`src/hdl/hcbd_pkg.sv`:
```
// Shared types and constants of the chunked body decoder.
// Depends on nothing.
package hcbd_pkg;

	localparam int COUNT_BITS = 31;

	localparam logic [7:0] CH_CR  = 8'h0D;
	localparam logic [7:0] CH_LF  = 8'h0A;
	localparam logic [7:0] CH_TAB = 8'h09;
	localparam logic [7:0] CH_VT  = 8'h0B;
	localparam logic [7:0] CH_FF  = 8'h0C;
	localparam logic [7:0] CH_SP  = 8'h20;

	typedef enum logic [1:0] {
		KIND_BYTE       = 2'd0,
		KIND_BAD_SIZE   = 2'd1,
		KIND_ZERO_CHUNK = 2'd2
	} kind_t;

	typedef struct packed {
		logic [COUNT_BITS-1:0] bytes_remaining;
		logic [COUNT_BITS-1:0] size_accum;
		logic                  hex_seen;
		logic                  hex_stopped;
		logic                  line_nonempty;
		logic                  pending_cr;
		logic                  size_overflow;
	} dec_state_t;

	typedef struct packed {
		logic       valid;
		kind_t      kind;
		logic [7:0] body_byte;
	} dec_result_t;

endpackage

```
`src/hdl/hcbd_step.sv`:
```
// Next-state and result logic for one byte of the chunked body decoder.
// Depends on hcbd_pkg.
module hcbd_step (
	input  logic                 chunked_mode,
	input  logic [7:0]           data_byte,
	input  hcbd_pkg::dec_state_t cur,
	output hcbd_pkg::dec_state_t nxt,
	output hcbd_pkg::dec_result_t res
);

	function automatic hcbd_pkg::dec_state_t line_char(
		input hcbd_pkg::dec_state_t st,
		input logic [7:0]           c
	);
		hcbd_pkg::dec_state_t r;
		logic                 is_hex;
		logic [3:0]           d;
		logic                 blank;
		r      = st;
		is_hex = 1'b0;
		d      = 4'd0;
		if (c >= "0" && c <= "9") begin
			is_hex = 1'b1;
			d      = 4'(c - "0");
		end else if (c >= "a" && c <= "f") begin
			is_hex = 1'b1;
			d      = 4'(c - "a" + 8'd10);
		end else if (c >= "A" && c <= "F") begin
			is_hex = 1'b1;
			d      = 4'(c - "A" + 8'd10);
		end
		blank = (c == hcbd_pkg::CH_SP) || (c == hcbd_pkg::CH_TAB) ||
			(c == hcbd_pkg::CH_LF) || (c == hcbd_pkg::CH_VT) ||
			(c == hcbd_pkg::CH_FF) || (c == hcbd_pkg::CH_CR);
		r.line_nonempty = 1'b1;
		if (!st.hex_stopped) begin
			if (is_hex) begin
				r.hex_seen = 1'b1;
				if (!st.size_overflow) begin
					if (st.size_accum[hcbd_pkg::COUNT_BITS-1 -: 4] != 4'd0) begin
						r.size_overflow = 1'b1;
					end else begin
						r.size_accum = {st.size_accum[hcbd_pkg::COUNT_BITS-5:0], d};
					end
				end
			end else if (st.hex_seen || !blank) begin
				r.hex_stopped = 1'b1;
			end
		end
		return r;
	endfunction

	hcbd_pkg::dec_state_t tmp;

	always_comb begin
		nxt           = cur;
		tmp           = cur;
		res.valid     = 1'b0;
		res.kind      = hcbd_pkg::KIND_BYTE;
		res.body_byte = 8'd0;
		if (!chunked_mode || cur.bytes_remaining != '0) begin
			if (chunked_mode) begin
				nxt.bytes_remaining = cur.bytes_remaining -
					{{(hcbd_pkg::COUNT_BITS-1){1'b0}}, 1'b1};
			end
			res.valid     = 1'b1;
			res.body_byte = data_byte;
		end else if (cur.pending_cr && data_byte == hcbd_pkg::CH_LF) begin
			if (cur.line_nonempty) begin
				if (!cur.hex_seen || cur.size_overflow) begin
					res.valid = 1'b1;
					res.kind  = hcbd_pkg::KIND_BAD_SIZE;
				end else if (cur.size_accum == '0) begin
					res.valid = 1'b1;
					res.kind  = hcbd_pkg::KIND_ZERO_CHUNK;
				end else begin
					nxt.bytes_remaining = cur.size_accum;
				end
			end
			nxt.size_accum    = '0;
			nxt.hex_seen      = 1'b0;
			nxt.hex_stopped   = 1'b0;
			nxt.line_nonempty = 1'b0;
			nxt.pending_cr    = 1'b0;
			nxt.size_overflow = 1'b0;
		end else begin
			if (cur.pending_cr) begin
				tmp.pending_cr = 1'b0;
				tmp = line_char(tmp, hcbd_pkg::CH_CR);
			end
			if (data_byte == hcbd_pkg::CH_CR) begin
				tmp.pending_cr = 1'b1;
			end else begin
				tmp = line_char(tmp, data_byte);
			end
			nxt = tmp;
		end
	end

endmodule

```
`src/hdl/http_chunked_body_decoder.sv`:
```
// A byte accepted into the s1 register is decoded there, and its result is registered in the output stage on m_*.
// Throughput: one byte per cycle unless m_tready stalls the output; the decoder state feeds back through hcbd_step.
// Bytes of a size line give no result and are dropped, but a closing LF gives a bad-size or zero-chunk marker.
// Reset (arst_n low, asynchronous) clears the valid bits of both stages, the decoder state and chunked_mode.
module http_chunked_body_decoder (
	input  logic       clk,
	input  logic       arst_n,
	input  logic       cfg_we,
	input  logic       cfg_wdata,  // chunked_mode
	input  logic       s_tvalid,
	output logic       s_tready,
	input  logic [7:0] s_tdata,    // [7:0] data_byte
	input  logic       s_tlast,    // last_of_segment, no effect on decoding
	output logic       m_tvalid,
	input  logic       m_tready,
	output logic [7:0] m_tdata,    // [7:0] body_byte
	output logic [1:0] m_tuser     // [1:0] result_kind
);

	logic                  mode_q;
	logic                  valid_s1;
	logic [7:0]            data_s1;
	logic                  last_s1;
	hcbd_pkg::dec_state_t  state_q;
	hcbd_pkg::dec_state_t  state_nxt;
	hcbd_pkg::dec_result_t res;
	logic                  out_valid_q;
	logic [7:0]            out_byte_q;
	hcbd_pkg::kind_t       out_kind_q;
	logic                  can_load;
	logic                  advance;

	assign can_load = !out_valid_q || m_tready;
	assign advance  = valid_s1 && can_load;
	assign s_tready = !valid_s1 || advance;

	hcbd_step u_step (
		.chunked_mode (mode_q),
		.data_byte    (data_s1),
		.cur          (state_q),
		.nxt          (state_nxt),
		.res          (res)
	);

	always_ff @(posedge clk or negedge arst_n) begin
		if (!arst_n) begin
			mode_q <= 1'b0;
		end else if (cfg_we) begin
			mode_q <= cfg_wdata;
		end
	end

	always_ff @(posedge clk or negedge arst_n) begin
		if (!arst_n) begin
			valid_s1 <= 1'b0;
		end else if (s_tready) begin
			valid_s1 <= s_tvalid;
		end
	end

	always_ff @(posedge clk) begin
		if (s_tready && s_tvalid) begin
			data_s1 <= s_tdata;
			last_s1 <= s_tlast;
		end
	end

	always_ff @(posedge clk or negedge arst_n) begin
		if (!arst_n) begin
			state_q <= '0;
		end else if (advance) begin
			state_q <= state_nxt;
		end
	end

	always_ff @(posedge clk or negedge arst_n) begin
		if (!arst_n) begin
			out_valid_q <= 1'b0;
		end else if (can_load) begin
			out_valid_q <= advance && res.valid;
		end
	end

	// last_s1 rides along with the byte; segment marks do not shape the result
	always_ff @(posedge clk) begin
		if (advance && res.valid) begin
			out_byte_q <= res.body_byte & {8{!last_s1 || 1'b1}};
			out_kind_q <= res.kind;
		end
	end

	assign m_tvalid = out_valid_q;
	assign m_tdata  = out_byte_q;
	assign m_tuser  = out_kind_q;

endmodule

```
`config.mk`:
```
export PLATFORM = sky130hd
export DESIGN_NAME = http_chunked_body_decoder
export DESIGN_NICKNAME = d
export VERILOG_FILES = /design/src/hdl/hcbd_pkg.sv /design/src/hdl/hcbd_step.sv /design/src/hdl/http_chunked_body_decoder.sv
export SDC_FILE = /design/constraint.sdc
export NUM_CORES = 1
export LEC_CHECK = 0
export BUFFER_PORTS_ARGS = -buffer_cell sky130_fd_sc_hd__buf_2
export CAP_MARGIN = 20
export CORE_MARGIN = 2
export CORE_UTILIZATION = 53
export CTS_CLUSTER_DIAMETER = 50
export DETAILED_ROUTE_END_ITERATION = 6
export PLACE_DENSITY = 0.8
export SLEW_MARGIN = 20
export SYNTH_ARGS = -nofsm -noshare
export SYNTH_HDL_FRONTEND = slang
export SYNTH_HIERARCHICAL = 1
export SYNTH_SLANG_ARGS = --single-unit
```
`constraint.sdc`:
```
create_clock -name clk -period 3.7 [get_ports clk]
set_input_delay 0.74 -clock clk [delete_from_list [all_inputs] [get_ports clk]]
set_output_delay 0.74 -clock clk [all_outputs]
set_load 0.05 [all_outputs]
```
==> impl_metrics.csv <==
group,metric,value,unit
synthesis,syn_area,0.00531,sq mm
power,power.share.clock,24.0,%
sta,finalCriticalPeriod,3.53,ns
sta,rsz0062_at_grt,"no",
floorplan,rows,36,
power,p_leak,2.57,nW
place,port_buffers,25,
worst_setup_path,crit_type,"flop to flop",
synthesis,async_reset_ff_share,79.5,%
floorplan,die_h,104,um
sta,setup_tns,0,ns
synthesis,synth_cells,493,
route,wire_per_inst,18.0,um
floorplan,dieArea,0.0108,sq mm
route,num_vias,3970,
synthesis,synth-seq-area-share,43.2,%
place,gp_congestion,0.875,
clock_tree,htree_levels,3,
power,comb_power_share,31.0,%
synthesis,synthesis.nets,514,
global_route,grt-ovfl-total,0,
sta,tightest_slew,1.11,ns
clock_tree,cts_tree,"done",
clock_tree,cts_buffer_depth,2,
cells_and_area,num-nets-final,538,
floorplan,start_util,54.6,%
place,place_area,0.00555,sq mm
route,met2WireLength,5770,um
power,vdd_drop_max,0.382,mV
global_route,grt_max_degree,68,
route,wl_met3,547,um
min_path,hold_path.class,"input pin to asynchronous set/reset pin",
clock_tree,clk_pin_slew,0.11,ns
power,p_per_area,530,mW/mm^2
synthesis,synth_edf_count,18,
clock_tree,cts-root-buf,"clkbuf_8",
worst_setup_path,cp.arrival,3.79,ns
synthesis,ys_seq_elements,88,
worst_setup_path,critPathMaxFanout,31,
global_route,grt_usage,22.0,%
cells_and_area,fin_area,0.00577,sq mm
sta,clock.fmax,0.283,GHz
route,top_layer_used,"met4",
clock_tree,cts_setup_buffers,0,
power,p_int,2.00,mW
sta,setup_viol_count_final,0,
clock_tree,clock-sinks,88,
sta,relSlewSlack,26.3,%
clock_tree,clock_latency,0.37,ns
power,switching_share,34.8,%
sta,hold_violations,0,
global_route,antenna_found_initial,0,
global_route,grt_pass1_vias,3884,
cells_and_area,diodes,0,
worst_setup_path,critPathRequiredTime,3.96,ns
route,drtPass1Iterations,4,
synthesis,avgSynthCellArea,10.8,sq um
synthesis,yosysWarnings,6,
synthesis,synth_cell_types,56,
cells_and_area,syn_to_final_growth,8.70,%
sta,clock_skew,0.0202,ns
worst_setup_path,setup.worst_path.end_class,"flop",
synthesis,ys.flop_type,"dfrtp_1",
status,status,"finished, final reports clean",
power,p_seq_share,45.0,%
route,drc_errors,0,
route,drtAntennaViolNets,0,
route,wl,11800,um
floorplan,ios,27,
sta,finalCritPeriodShare,95.5,%
sta,drv_slew,0,
job,drv_cap,0,
worst_setup_path,cp-start-kind,"flop",
global_route,grt_pass1_wl,19300,um
cells_and_area,final_layout_size_suffix_gt1_share,26.4,%
route,via_per_inst,6.06,
route,drtIter0Drc,299,
route,wl_met1,5130,um
place,dp.final_hpwl,7850,um
power,switchingPower,1.06,mW
floorplan,die_w,104,um
floorplan,coreArea,0.00973,sq mm
clock_tree,numCtsBuffers,9,
[critical path, stage by stage, from the launching register on]
cell     delay [ns]
dfrtp_1        0.43
or4_1          0.61
or4_1          0.57
or4_1          0.56
nor4b_4        0.36
buf_12         0.26
mux2i_1        0.24
nor2_1         0.08
mux2_2         0.28
[kinds of logic after synthesis]
family	count (synthesis)	share of synthesized area, %
compound gates	75	8.48
xor+xnor	21	3.46
fa+ha+maj	6	1.41
buf+inv	36	4.17
flops	88	43.2
mux	95	21.6
simple gates	172	17.7
[what timing repair did]
action | in CTS | in global routing
gates resized for setup | 0 | 1
hold buffers | 0 | 0
endpoints found under the setup margin | 0 | 2
[power by group through the flow]
stage / clock network [mW] / logic (mW) / registers, mW
after global routing: 0.782 / 1.03 / 1.41
after detailed placement: 0 / 0.929 / 1.38
after global placement: 0 / 0.886 / 1.37
after CTS: 0.752 / 0.935 / 1.37
final: 0.735 / 0.948 / 1.38
after floorplan: 0 / 0.749 / 1.36
[cell usage in the layout (no fill, tap or decap), types with 2 or more instances in the layout]
cell type / instances
nor2b_1: 5
nor3_1: 9
o21ai_0: 16
inv_8: 2
nor4b_1: 2
buf_2: 25
and2_1: 10
a211oi_1: 4
buf_4: 13
mux2_2: 38
or4_1: 7
and4_1: 3
edfxtp_1: 18
inv_1: 10
a31oi_1: 3
nor4_1: 19
nand2b_1: 5
nor4_2: 2
nor3b_1: 3
mux2i_1: 27
xnor2_1: 16
inv_6: 3
ha_1: 6
mux2_4: 30
nand3_1: 7
dfrtp_1: 70
o31ai_1: 2
o2bb2ai_1: 2
nand2_1: 20
o21ai_1: 3
xor2_1: 5
clkbuf_8: 9
a21oi_1: 35
nand4_1: 2
nor2_1: 64
[area by class of cell]
class	instances	area, sq um
multi-input combinational	369	2810
timing repair buffer	39	243
clock inverter	7	95.1
tap	133	166
fill	844	3960
clock buffer	9	124
inverter	10	37.5
sequential	88	2290
[through the flow]
stage / power [mW] / worst slack, ns / hold WS, ns / instances / util [%]
finish: 3.06 / 0.168 / 0.398 / 655 / 59.3
global route: 3.22 / 0.0832 / 0.450 / 655 / 59.3
CTS: 3.06 / 0.181 / 0.411 / 655 / 59.2
detailed placement: 2.31 / 0.210 / 0.527 / 639 / 57.0
global placement: 2.25 / 0.315 / 0.518 / 639 / 57.0
floorplan: 2.11 / 0.469 / 0.444 / 493 / -
[sequential cells by signal (all words and copies together) (netlist names)]
signal and flops:
m_tdata 8, valid_s1 1, mode_q 1, data_s1 8, state_q 67, m_tuser 2
m_tvalid 1
[synthesized netlist by cell type, types with 2 or more instances]
| master | count | area [sq um] |
|---|---|---|
| xnor2_1 | 16 | 140 |
| mux2_2 | 38 | 428 |
| dfrtp_1 | 70 | 1750 |
| nor2b_1 | 5 | 31.3 |
| buf_2 | 9 | 45.0 |
| o2bb2ai_1 | 2 | 17.5 |
| xor2_1 | 5 | 43.8 |
| o21ai_1 | 3 | 15.0 |
| nor3b_1 | 3 | 22.5 |
| edfxtp_1 | 18 | 541 |
| nor2_1 | 64 | 240 |
| or4_1 | 7 | 52.6 |
| a21oi_1 | 35 | 175 |
| inv_1 | 10 | 37.5 |
| nand2b_1 | 5 | 31.3 |
| a31oi_1 | 3 | 18.8 |
| nand2_1 | 20 | 75.1 |
| clkbuf_1 | 7 | 26.3 |
| buf_6 | 10 | 113 |
| mux2i_1 | 27 | 270 |
| mux2_4 | 30 | 450 |
| and2_1 | 10 | 62.6 |
| nor4b_1 | 2 | 17.5 |
| nand4_1 | 2 | 12.5 |
| nand3_1 | 7 | 35.0 |
| a211oi_1 | 4 | 30.0 |
| nor4_1 | 21 | 131 |
| nor3_1 | 9 | 45.0 |
| ha_1 | 6 | 75.1 |
| o31ai_1 | 2 | 15.0 |
| and4_1 | 3 | 26.3 |
| o21ai_0 | 16 | 80.1 |
[worst paths after layout]
check	slack, ns	startpoint	cells past startpoint	endpoint
max in group asynchronous	2.52	arst_n	2	state_q[27]
max	0.17	state_q[49]	8	state_q[18]
min	0.40	arst_n	1	state_q[66]
min in group clk	0.53	s_tdata[6]	1	data_s1[6]
max reg2reg	0.17	state_q[49]	8	state_q[18]
min reg2reg	0.56	state_q[3]	1	state_q[3]
[routing by layer]
metal	GRT usage (%)	vias up
met5	0	-
met4	9.56	0
met3	4.39	29
met2	35.7	111
met1	28.6	1992
li1	-	1838
Note: power is estimated with default switching activity, not from simulation.
